==> src/pva_pkg.sv <==
// Shared types and constants for the packed vector ALU.
// Used by pva_lane, pva_merge and packed_vector_alu_256; depends on nothing else.
`default_nettype none

package pva_pkg;

	// Datapath geometry: four 64-bit lanes, each split into bytes.
	localparam int WORD_W    = 64;
	localparam int NUM_LANES = 4;
	localparam int BYTE_W    = 8;
	localparam int NUM_BYTES = WORD_W / BYTE_W;

	// Field widths of an input word.
	localparam int OP_W   = 2;
	localparam int SIZE_W = 2;

	// Stream word widths, padded to whole bytes.
	localparam int IN_RAW_W  = OP_W + SIZE_W + 9 * WORD_W;
	localparam int IN_W      = ((IN_RAW_W + 7) / 8) * 8;
	localparam int OUT_RAW_W = NUM_LANES * WORD_W + 1;
	localparam int OUT_W     = ((OUT_RAW_W + 7) / 8) * 8;

	// Bit offsets inside the input stream word.
	localparam int IN_OP_LSB   = 0;
	localparam int IN_SIZE_LSB = IN_OP_LSB + OP_W;
	localparam int IN_A_LSB    = IN_SIZE_LSB + SIZE_W;
	localparam int IN_B_LSB    = IN_A_LSB + NUM_LANES * WORD_W;
	localparam int IN_S_LSB    = IN_B_LSB + NUM_LANES * WORD_W;

	// Operation codes.
	localparam logic [OP_W-1:0] OP_BCAST = 2'd0;
	localparam logic [OP_W-1:0] OP_SUB   = 2'd1;
	localparam logic [OP_W-1:0] OP_CMPEQ = 2'd2;

	// Element size codes.
	localparam logic [SIZE_W-1:0] SZ_8  = 2'd0;
	localparam logic [SIZE_W-1:0] SZ_16 = 2'd1;
	localparam logic [SIZE_W-1:0] SZ_32 = 2'd2;
	localparam logic [SIZE_W-1:0] SZ_64 = 2'd3;

	// Status handed from the lane stage to the merging stage.
	typedef struct packed {
		logic                 cmp_op;
		logic [NUM_LANES-1:0] word_eq;
	} merge_in_t;

endpackage

`default_nettype wire

==> src/pva_lane.sv <==
// One 64-bit lane of the packed vector ALU: broadcast, subtract, compare equal.
// Depends on pva_pkg for codes and widths.
`default_nettype none

module pva_lane (
	input  wire logic [pva_pkg::OP_W-1:0]   opcode,
	input  wire logic [pva_pkg::SIZE_W-1:0] size_class,
	input  wire logic [pva_pkg::WORD_W-1:0] a,
	input  wire logic [pva_pkg::WORD_W-1:0] b,
	input  wire logic [pva_pkg::WORD_W-1:0] scalar_value,
	output logic      [pva_pkg::WORD_W-1:0] result,
	output logic                            word_eq
);
	import pva_pkg::*;

	logic [NUM_BYTES-1:0]   eq8;
	logic [NUM_BYTES/2-1:0] eq16;
	logic [NUM_BYTES/4-1:0] eq32;
	logic                   eq64;
	logic [NUM_BYTES-1:0]   lane_start;
	logic [WORD_W-1:0]      diff;
	logic [WORD_W-1:0]      eq_mask;
	logic [WORD_W-1:0]      splat;

	// Byte-wise equality, combined into wider elements.
	always_comb begin
		for (int k = 0; k < NUM_BYTES; k++) begin
			eq8[k] = (a[k*BYTE_W +: BYTE_W] == b[k*BYTE_W +: BYTE_W]);
		end
		for (int j = 0; j < NUM_BYTES / 2; j++) begin
			eq16[j] = eq8[2*j] & eq8[2*j+1];
		end
		for (int j = 0; j < NUM_BYTES / 4; j++) begin
			eq32[j] = eq16[2*j] & eq16[2*j+1];
		end
		eq64 = &eq32;
	end

	// Every element matches exactly when every byte matches.
	assign word_eq = eq64;

	// Mark the bytes that open a new element; the borrow chain restarts there.
	always_comb begin
		for (int k = 0; k < NUM_BYTES; k++) begin
			unique case (size_class)
				SZ_8:    lane_start[k] = 1'b1;
				SZ_16:   lane_start[k] = ((k % 2) == 0);
				SZ_32:   lane_start[k] = ((k % 4) == 0);
				default: lane_start[k] = (k == 0);
			endcase
		end
	end

	// Subtract as a + ~b + 1 per byte, carry passed on inside an element only.
	always_comb begin
		logic             carry;
		logic [BYTE_W:0]  sum;
		carry = 1'b1;
		for (int k = 0; k < NUM_BYTES; k++) begin
			sum = {1'b0, a[k*BYTE_W +: BYTE_W]} + {1'b0, ~b[k*BYTE_W +: BYTE_W]}
				+ {{BYTE_W{1'b0}}, (lane_start[k] | carry)};
			diff[k*BYTE_W +: BYTE_W] = sum[BYTE_W-1:0];
			carry = sum[BYTE_W] & ~(lane_start[k] & 1'b0);
		end
	end

	// Expand element matches into an all-ones or all-zeros mask per byte.
	always_comb begin
		for (int k = 0; k < NUM_BYTES; k++) begin
			unique case (size_class)
				SZ_8:    eq_mask[k*BYTE_W +: BYTE_W] = {BYTE_W{eq8[k]}};
				SZ_16:   eq_mask[k*BYTE_W +: BYTE_W] = {BYTE_W{eq16[k>>1]}};
				SZ_32:   eq_mask[k*BYTE_W +: BYTE_W] = {BYTE_W{eq32[k>>2]}};
				default: eq_mask[k*BYTE_W +: BYTE_W] = {BYTE_W{eq64}};
			endcase
		end
	end

	// Replicate the low element of the scalar across the word.
	always_comb begin
		unique case (size_class)
			SZ_8:    splat = {(WORD_W/8){scalar_value[7:0]}};
			SZ_16:   splat = {(WORD_W/16){scalar_value[15:0]}};
			SZ_32:   splat = {(WORD_W/32){scalar_value[31:0]}};
			default: splat = scalar_value;
		endcase
	end

	// Operation select; the unused code gives zero.
	always_comb begin
		unique case (opcode)
			OP_BCAST: result = splat;
			OP_SUB:   result = diff;
			OP_CMPEQ: result = eq_mask;
			default:  result = '0;
		endcase
	end

endmodule

`default_nettype wire

==> src/pva_merge.sv <==
// Merging stage: folds the per-lane match flags into the all-equal flag.
// Depends on pva_pkg for the merge_in_t status struct.
`default_nettype none

module pva_merge (
	input  wire pva_pkg::merge_in_t status,
	output logic                    all_equal
);
	import pva_pkg::*;

	// Only a compare raises the flag, and only when all lanes matched.
	assign all_equal = status.cmp_op & (&status.word_eq);

endmodule

`default_nettype wire

==> src/packed_vector_alu_256.sv <==
// Top level of the 256-bit packed vector ALU: four parallel lanes, a merge stage
// and an output register. Depends on pva_pkg, pva_lane and pva_merge.
//
// Channel  Dir  Handshake         Word contents
// s_*      in   s_tvalid/s_tready opcode, size_class, a_word0..3, b_word0..3, scalar
// m_*      out  m_tvalid/m_tready result_word0..3, all_equal
//
// One word is accepted per clock while s_tready is high; it passes stage 1 and the output register before m_tvalid.
// The lanes compute in the accepting cycle into stage 1, the merge feeds the output register.
// Stage 1 keeps taking words while a result waits, until both stages are full.
// arst_n clears both valid bits asynchronously; payload registers are not reset.
`default_nettype none

module packed_vector_alu_256 (
	input  wire logic                    clk,
	input  wire logic                    arst_n,
	input  wire logic                    s_tvalid,
	output logic                         s_tready,
	// [1:0] opcode, [3:2] size_class, [67:4] a_word0, [131:68] a_word1,
	// [195:132] a_word2, [259:196] a_word3, [323:260] b_word0, [387:324] b_word1,
	// [451:388] b_word2, [515:452] b_word3, [579:516] scalar_value, rest zero
	input  wire logic [pva_pkg::IN_W-1:0] s_tdata,
	output logic                         m_tvalid,
	input  wire logic                    m_tready,
	// [63:0] result_word0, [127:64] result_word1, [191:128] result_word2,
	// [255:192] result_word3, [256] all_equal, rest zero
	output logic [pva_pkg::OUT_W-1:0]    m_tdata
);
	import pva_pkg::*;

	logic [OP_W-1:0]   in_op;
	logic [SIZE_W-1:0] in_size;
	logic [WORD_W-1:0] in_scalar;
	logic [WORD_W-1:0] lane_res [NUM_LANES];
	logic [NUM_LANES-1:0] lane_eq;

	logic                 s_accept;
	logic                 s1_adv;
	logic                 valid_s1;
	logic [WORD_W-1:0]    res_s1 [NUM_LANES];
	merge_in_t            status_s1;
	logic                 all_equal;

	logic                 out_valid_q;
	logic [WORD_W-1:0]    out_res_q [NUM_LANES];
	logic                 out_eq_q;

	// Unpack the shared fields of the input word.
	assign in_op     = s_tdata[IN_OP_LSB +: OP_W];
	assign in_size   = s_tdata[IN_SIZE_LSB +: SIZE_W];
	assign in_scalar = s_tdata[IN_S_LSB +: WORD_W];

	// Four lanes, one per 64-bit word of the vector.
	for (genvar i = 0; i < NUM_LANES; i++) begin : g_lane
		pva_lane u_lane (
			.opcode       (in_op),
			.size_class   (in_size),
			.a            (s_tdata[IN_A_LSB + i*WORD_W +: WORD_W]),
			.b            (s_tdata[IN_B_LSB + i*WORD_W +: WORD_W]),
			.scalar_value (in_scalar),
			.result       (lane_res[i]),
			.word_eq      (lane_eq[i])
		);
	end

	// Pipeline flow control.
	assign s1_adv   = valid_s1 & (~out_valid_q | m_tready);
	assign s_tready = ~valid_s1 | s1_adv;
	assign s_accept = s_tvalid & s_tready;

	// Stage 1 valid bit.
	always_ff @(posedge clk or negedge arst_n) begin
		if (!arst_n) begin
			valid_s1 <= 1'b0;
		end else if (s_tready) begin
			valid_s1 <= s_tvalid;
		end
	end

	// Stage 1 payload: lane results and status for the merge.
	always_ff @(posedge clk) begin
		if (s_accept) begin
			for (int i = 0; i < NUM_LANES; i++) begin
				res_s1[i] <= lane_res[i];
			end
			status_s1.cmp_op  <= (in_op == OP_CMPEQ);
			status_s1.word_eq <= lane_eq;
		end
	end

	pva_merge u_merge (
		.status    (status_s1),
		.all_equal (all_equal)
	);

	// Output register valid bit.
	always_ff @(posedge clk or negedge arst_n) begin
		if (!arst_n) begin
			out_valid_q <= 1'b0;
		end else if (~out_valid_q | m_tready) begin
			out_valid_q <= valid_s1;
		end
	end

	// Output register payload.
	always_ff @(posedge clk) begin
		if (s1_adv) begin
			for (int i = 0; i < NUM_LANES; i++) begin
				out_res_q[i] <= res_s1[i];
			end
			out_eq_q <= all_equal;
		end
	end

	assign m_tvalid = out_valid_q;
	assign m_tdata  = {{(OUT_W - OUT_RAW_W){1'b0}}, out_eq_q,
		out_res_q[3], out_res_q[2], out_res_q[1], out_res_q[0]};

	// A raised all-equal flag goes with an all-ones compare mask.
	a_eq_mask: assert property (@(posedge clk) disable iff (!arst_n)
		(m_tvalid && m_tdata[NUM_LANES*WORD_W]) |-> (&m_tdata[NUM_LANES*WORD_W-1:0]))
		else $error("all_equal raised without an all-ones mask");

	// The merged flag only rises for a compare.
	a_eq_cmp: assert property (@(posedge clk) disable iff (!arst_n)
		(valid_s1 && all_equal) |-> status_s1.cmp_op)
		else $error("all_equal raised for a non-compare operation");

	// A stage 1 word that cannot advance is held, not dropped.
	a_s1_hold: assert property (@(posedge clk) disable iff (!arst_n)
		(valid_s1 && out_valid_q && !m_tready) |=> valid_s1)
		else $error("stage 1 word lost while output stalled");

	// A stalled output word keeps its valid bit and its all-equal flag.
	a_out_hold: assert property (@(posedge clk) disable iff (!arst_n)
		(out_valid_q && !m_tready) |=> (out_valid_q && $stable(out_eq_q)))
		else $error("output word changed while stalled");

endmodule

`default_nettype wire

==> config.mk <==
export PLATFORM = sky130hd
export DESIGN_NAME = packed_vector_alu_256
export DESIGN_NICKNAME = d
export VERILOG_FILES = /design/src/pva_pkg.sv /design/src/pva_lane.sv /design/src/pva_merge.sv /design/src/packed_vector_alu_256.sv
export SDC_FILE = /design/constraint.sdc
export NUM_CORES = 1
export LEC_CHECK = 0
export ABC_AREA = 1
export BUFFER_PORTS_ARGS = -buffer_cell sky130_fd_sc_hd__buf_2
export CAP_MARGIN = 10
export CORE_AREA = 2 2 335 337
export DETAILED_ROUTE_END_ITERATION = 8
export DIE_AREA = 0 0 337 339
export PLACE_DENSITY = 0.45
export SYNTH_ARGS = -nofsm -noshare
export SYNTH_HDL_FRONTEND = slang
export SYNTH_SLANG_ARGS = --single-unit
export TNS_END_PERCENT = 10
==> constraint.sdc <==
create_clock -name clk -period 17.4 [get_ports clk]
set_clock_uncertainty 0.1 [all_clocks]
set_input_delay 2.61 -clock clk [delete_from_list [all_inputs] [get_ports clk]]
set_output_delay 2.61 -clock clk [all_outputs]
set_load 0.01 [all_outputs]
# Word level (Yosys, flattened, before mapping)
# Memories as Yosys holds them, arrays and structs flattened.
# Cells that the tools add are included.
[word_totals]
register_bits = 8
ram_bits = 512
inputBits = 588
elab_cells = 251
memories = 2
[mem_list]
columns = ["memory", "depth", "width", "rd", "rd_ports_with_merged_regs", "wr", "line_no", "rtl"]
rows = [
  ["out_res_q", 4, 64, 4, 0, 4, "packed_vector_alu_256.sv:45", "logic [WORD_W-1:0] out_res_q [NUM_LANES];"],
  ["res_s1", 4, 64, 4, 0, 4, "packed_vector_alu_256.sv:40", "logic [WORD_W-1:0] res_s1 [NUM_LANES];"],
]
[op_classes]
add_sub_neg = 64
eq_ne = 36
muxes = 44
bitwise = 91
reduce_logical = 9
[ops]
columns = ["op", "count"]
rows = [
  ["$pmux 64 s3", 5],
  ["$pmux 8 s3", 32],
  ["$eq 8x8->1", 32],
  ["$not 8->8", 32],
  ["$add 8x8->9", 28],
  ["$add 9x1->9", 24],
  ["$add 9x1->9 const B", 4],
  ["$add 8x1->8", 4],
  ["$add 8x8->8", 4],
  ["$or 1x1->1", 30],
  ["$and 1x1->1", 27],
  ["$reduce_and 2->1", 4],
  ["$mux 1", 7],
  ["$eq 2x1->1 const B", 2],
  ["$eq 2x2->1 const B", 2],
  ["$logic_not 2->1", 2],
  ["$reduce_and 4->1", 1],
  ["$reduce_or 3->1", 1],
  ["$not 1->1", 2],
  ["$reduce_or 2->1", 1],
]

# Longest topological paths before layout
[depth]
depth_word = 18
mapped_depth = 53
depth_no_buf = 53

# Modules after synthesis
# A second synthesis with hierarchy kept.
[unflattened]
cells_unflattened = 3949
area_unflattened_um2 = 35372.7
[by_module_without_submodules]
columns = ["mod", "instances", "cells_per_inst", "area_per_inst_um2"]
rows = [
  ["packed_vector_alu_256", 1, 541, 15721.3],
  ["pva_lane (g_lane[2].u_lane)", 1, 861, 4956.0],
  ["pva_lane (g_lane[1].u_lane)", 1, 852, 4953.5],
  ["pva_lane (g_lane[3].u_lane)", 1, 840, 4873.4],
  ["pva_lane (g_lane[0].u_lane)", 1, 852, 4855.9],
  ["pva_merge", 1, 3, 12.5],
]

# Worst setup path after synthesis
# OpenSTA, ideal clock, no wires.
[synth_path]
kind = "input to register"
start = "input port m_tready"
end = "register out_eq_q (enable)"
arrival_time_ns = 14.952
setup_slack_ns = 1.388
path_stages = 2
cell_sequence = "inv_1 a21oi_1"
[synth_between]
elab_chain_cells = 2
[synth_rtl]
columns = ["element", "line_no", "rtl"]
rows = [
  ["from (decl)", "packed_vector_alu_256.sv:24", "input wire logic m_tready,"],
  ["$or 1x1->1", "packed_vector_alu_256.sv:67", "assign s1_adv = valid_s1 & (~out_valid_q | m_tready);"],
  ["$and 1x1->1", "packed_vector_alu_256.sv:67", ""],
  ["net s1_adv", "packed_vector_alu_256.sv:38", "logic s1_adv;"],
  ["to (signal assigned)", "packed_vector_alu_256.sv:111", "out_eq_q <= all_equal;"],
  ["to (decl)", "packed_vector_alu_256.sv:46", "logic out_eq_q;"],
]
# The timed path passes the listed nets, and every way through them passes these cells.
# A chain may end at the register's enable or synchronous reset.

==> summary.md <==
| Metric | Value |
|---|---|
| Status | finished clean |
| Cts-stage hold buffer count | 0 |
| CP Launch Point | s_tdata[68] |
| Number of enable flip-flop cells after synthesis | 518 |
| Top Metal Used | met5 |
| Total Routing Usage GR | 24.0% |
| Gate Count Post-Synth | 3459 |
| Final critical-path setup slack | 2.72 ns |
| Layout cell share with drive strength beyond 1 | 24.3% |
| Horizontal die dimension | 337 um |
| DIE AREA | 114000 um2 |
| Routed wire length per instance | 23.7 um |
| Number of vias after detailed routing | 28510 |
| Switching power as a share of total power | 30.1% |
| Area of the core | 110000 um2 |
| Total standard cell area after synthesis | 32200 um2 |
| Average size of a mapped cell | 9.31 um2 |
| Average via count per standard cell | 4.82 |
| Kind of path behind the tightest hold check | reg2reg |
| Number of global-route vias before repair | 27805 |
| Final design utilization | 36.9% |
| Count of final hold-check violations | 0 |
| Post-synthesis sequential area ratio | 48.5% |
| F_max | 0.0681 GHz |
| Max H-tree Level | 3 |
| Number of top-level design ports | 854 |
| Worst voltage drop across the vdd grid | 0.0696 mV |
| Number of buffers inserted during clock tree synthesis | 67 |
| Synth-to-Final Area Change | 26.4% |
| Seq pwr share | 41.8% |
| Combinational Power Share | 21.3% |
| Met2 WL post-DR | 67900 um |
| Internal power | 2.69 mW |
| Sort of element at the start of the critical path | input pin |
| Wire length reported by the detailed router | 140000 um |
| Category of the most critical setup path | in2reg |
| Met1 WL | 59300 um |
| Floorplan row count | 122 |
| Antenna violations before repair | 59 |
| Clock transition at path regs | 0.06 ns |
| 1st-iter DRT viols | 2051 |
| GRT overflow | 0 |
| Min-delay src | res_s1[1][13]$_DFFE_PP_ |
| Final HPWL DP | 113000 um |
| Leak | 19.4 nW |
| Sw Pwr | 1.16 mW |
| # resized after CTS | 0 |
| Largest stage delay, worst path | 0.70 ns |
| Worst reg2reg startpoint | m_tvalid$_DFFE_PN0P_ |
| Clock Power Share | 36.9% |
| Max Fanout on Critical Path | 4 |
| Post-synth cell types | 39 |
| Most common flop cell mapped by yosys | sky130_fd_sc_hd__edfxtp_1 |
| RSZ-0062 raised after global routing | no |
| Maximum number of pins on one net before global-route repair | 141 |
| Crit path max-delay cell type | sky130_fd_sc_hd__fa_1 |
| Longest Clk Path Bufs | 3 |
| Number of synthesized register bits | 520 |
| Router iterations before antenna repair | 6 |
| Worst path arrival time | 14.92 ns |
| Initial cell density of the core | 29.2% |
| Power density relative to cell area | 94.6 nW/um2 |
| Final cycle utilization of the critical path | 84.4% |
| Wire length on met3 | 9340 um |
| Cell at the root of the clock tree | sky130_fd_sc_hd__clkbuf_16 |
| Cell count of the worst hold path | 0 |
| Clock insertion delay at the later pin of the skew report | 0.63 ns |
| Count of cells along the worst register-to-register path | 5 |
| Final period demand of the worst path | 14.68 ns |
| Post-Place Setup Slack | 2.16 ns |
| Critical path's most frequent cell | sky130_fd_sc_hd__fa_1 |
| Kind of end point of the critical path | flip-flop |
| Yosys synthesis warning count | 0 |
| Max Transition Viols Final | 0 |
| Endpoint required time on the critical path | 17.64 ns |
| Total number of nets in the final design | 5253 |
| Post-route DRC violation count | 0 |
| First-pass GRT wire length | 195000 um |
| Final TNS setup | 0 ns |
| Max-cap check violation count | 0 |
| Y dimension of the die | 339 um |
| Antenna-violating nets left | 0 |
| Placer congestion estimate | 0.892 |
| Total of endpoints with negative setup slack in the final report | 0 |
| Post-CTS setup buffers | 0 |
| Number of sinks on the clock net | 520 |
| Fraction of registers with async set/reset | 0.385% |
| Worst-Margin Slew | 1.27 ns |
| TritonCTS clock tree | yes |
| Worst slew slack as a fraction of its limit | 14.6% |
| Buffers on Ports | 842 |
## cells in the final DEF, fill, tap and decap left out, types with 4 or more instances in the layout
cell / instances
sky130_fd_sc_hd__or2_2: 59
sky130_fd_sc_hd__clkinv_1: 9
sky130_fd_sc_hd__o21ai_0: 196
sky130_fd_sc_hd__buf_2: 842
sky130_fd_sc_hd__nand3_1: 537
sky130_fd_sc_hd__nand3b_1: 33
sky130_fd_sc_hd__o21ai_1: 7
sky130_fd_sc_hd__nand2_1: 647
sky130_fd_sc_hd__edfxtp_1: 518
sky130_fd_sc_hd__bufinv_16: 7
sky130_fd_sc_hd__o21bai_1: 21
sky130_fd_sc_hd__conb_1: 7
sky130_fd_sc_hd__inv_1: 528
sky130_fd_sc_hd__o2111ai_1: 5
sky130_fd_sc_hd__nand3_2: 7
sky130_fd_sc_hd__a21boi_0: 94
sky130_fd_sc_hd__inv_6: 6
sky130_fd_sc_hd__nor2_1: 150
sky130_fd_sc_hd__a31oi_1: 15
sky130_fd_sc_hd__o21a_1: 5
sky130_fd_sc_hd__ha_1: 252
sky130_fd_sc_hd__clkinvlp_4: 6
sky130_fd_sc_hd__clkbuf_16: 69
sky130_fd_sc_hd__a21o_1: 10
sky130_fd_sc_hd__o211ai_1: 22
sky130_fd_sc_hd__clkinv_2: 10
sky130_fd_sc_hd__a21oi_1: 127
sky130_fd_sc_hd__diode_2: 26
sky130_fd_sc_hd__fa_1: 60
sky130_fd_sc_hd__nand4_1: 45
sky130_fd_sc_hd__clkbuf_1: 8
sky130_fd_sc_hd__buf_4: 41
sky130_fd_sc_hd__o221ai_1: 10
sky130_fd_sc_hd__a211oi_1: 16
sky130_fd_sc_hd__nor3_1: 4
sky130_fd_sc_hd__nor2_4: 5
## power groups by stage
stage / Clock [mW] / Sequential, mW / Combinational, mW
2_1_floorplan: 0 / 1.70 / 0.421
3_5_place_dp: 0 / 1.64 / 0.825
3_3_place_gp: 0 / 1.63 / 0.823
6_report: 1.42 / 1.61 / 0.818
4_1_cts: 1.47 / 1.61 / 0.828
5_1_grt: 1.51 / 1.62 / 0.914
## Yosys cell counts, drive strengths merged, types with 45 or more instances
library cell	count	share of area, %
nor2	158	1.9
edfxtp	518	48
inv	530	6.2
or2	59	1.1
nand2	648	7.6
o21ai	206	3.3
a21boi	94	2.2
fa	60	3.7
nand3	544	8.6
a21oi	128	2.0
clkbuf	50	0.59
nand4	45	0.87
ha	252	9.8
## worst max-delay path: cells and delay by family
family / cells / cell delay [ns]
AND/OR/NAND/NOR: 19 / 1.98
adder cells (fa/ha/maj): 16 / 6.92
buffers and inverters: 4 / 0.26
AO/OA/AOI/OAI: 12 / 3.11
## final timing paths
check                                             endpoint  slack (ns)
max in group asynchronous             valid_s1$_DFFE_PN0N_       15.43
worst min register to register  out_res_q[1][13]$_DFFE_PP_        0.30
worst min-delay path            out_res_q[1][13]$_DFFE_PP_        0.30
min in group asynchronous             m_tvalid$_DFFE_PN0P_        1.67
worst max-delay path               res_s1[1][60]$_DFFE_PP_        2.72
worst max register to register     res_s1[1][52]$_DFFE_PP_       14.11
## per-layer routing
layer  up-vias  GRT usage (%)
met5         -              0
met4        56           6.31
met3       201           5.25
met1     13553           30.6
li1      13771              -
met2       929           40.8
## through the flow
step | cells | hold slack, ns | cell area (um2) | power (mW)
2_1_floorplan | 3465 | 0.300 | 32200 | 2.12
3_3_place_gp | 5772 | 0.300 | 38400 | 2.46
3_5_place_dp | 5772 | 0.305 | 38400 | 2.46
4_1_cts | 5891 | 0.292 | 40600 | 3.90
5_1_grt | 5899 | 0.314 | 40700 | 4.04
6_report | 5917 | 0.299 | 40700 | 3.85
## flip-flops by register name (all words and copies together), names as in the netlist
| name | count |
|---|---|
| out_res_q | 256 |
| m_tvalid | 1 |
| status_s1 | 5 |
| res_s1 | 256 |
| out_eq_q | 1 |
| valid_s1 | 1 |
## area by class of cell
| class | count | area, um2 |
|---|---|---|
| Tap cell | 1488 | 1860 |
| Clock buffer | 79 | 1780 |
| Multi-Input combinational cell | 2348 | 14400 |
| Sequential cell | 520 | 15600 |
| Inverter | 531 | 2000 |
| Clock inverter | 40 | 429 |
| Fill cell | 11542 | 69700 |
| Timing Repair Buffer | 885 | 4560 |
| Antenna cell | 26 | 65.1 |
## logic make-up after synthesis
logic type      Yosys count  synth area share (%)
simple gates           1493                  20.9
buf+inv                 597                  7.10
compound gates          533                  9.94
flops                   520                  48.5
fa+ha+maj               312                  13.5
xor+xnor                  3                0.0816
other cells               1                0.0116
Note: power is estimated with default switching activity, not from simulation.
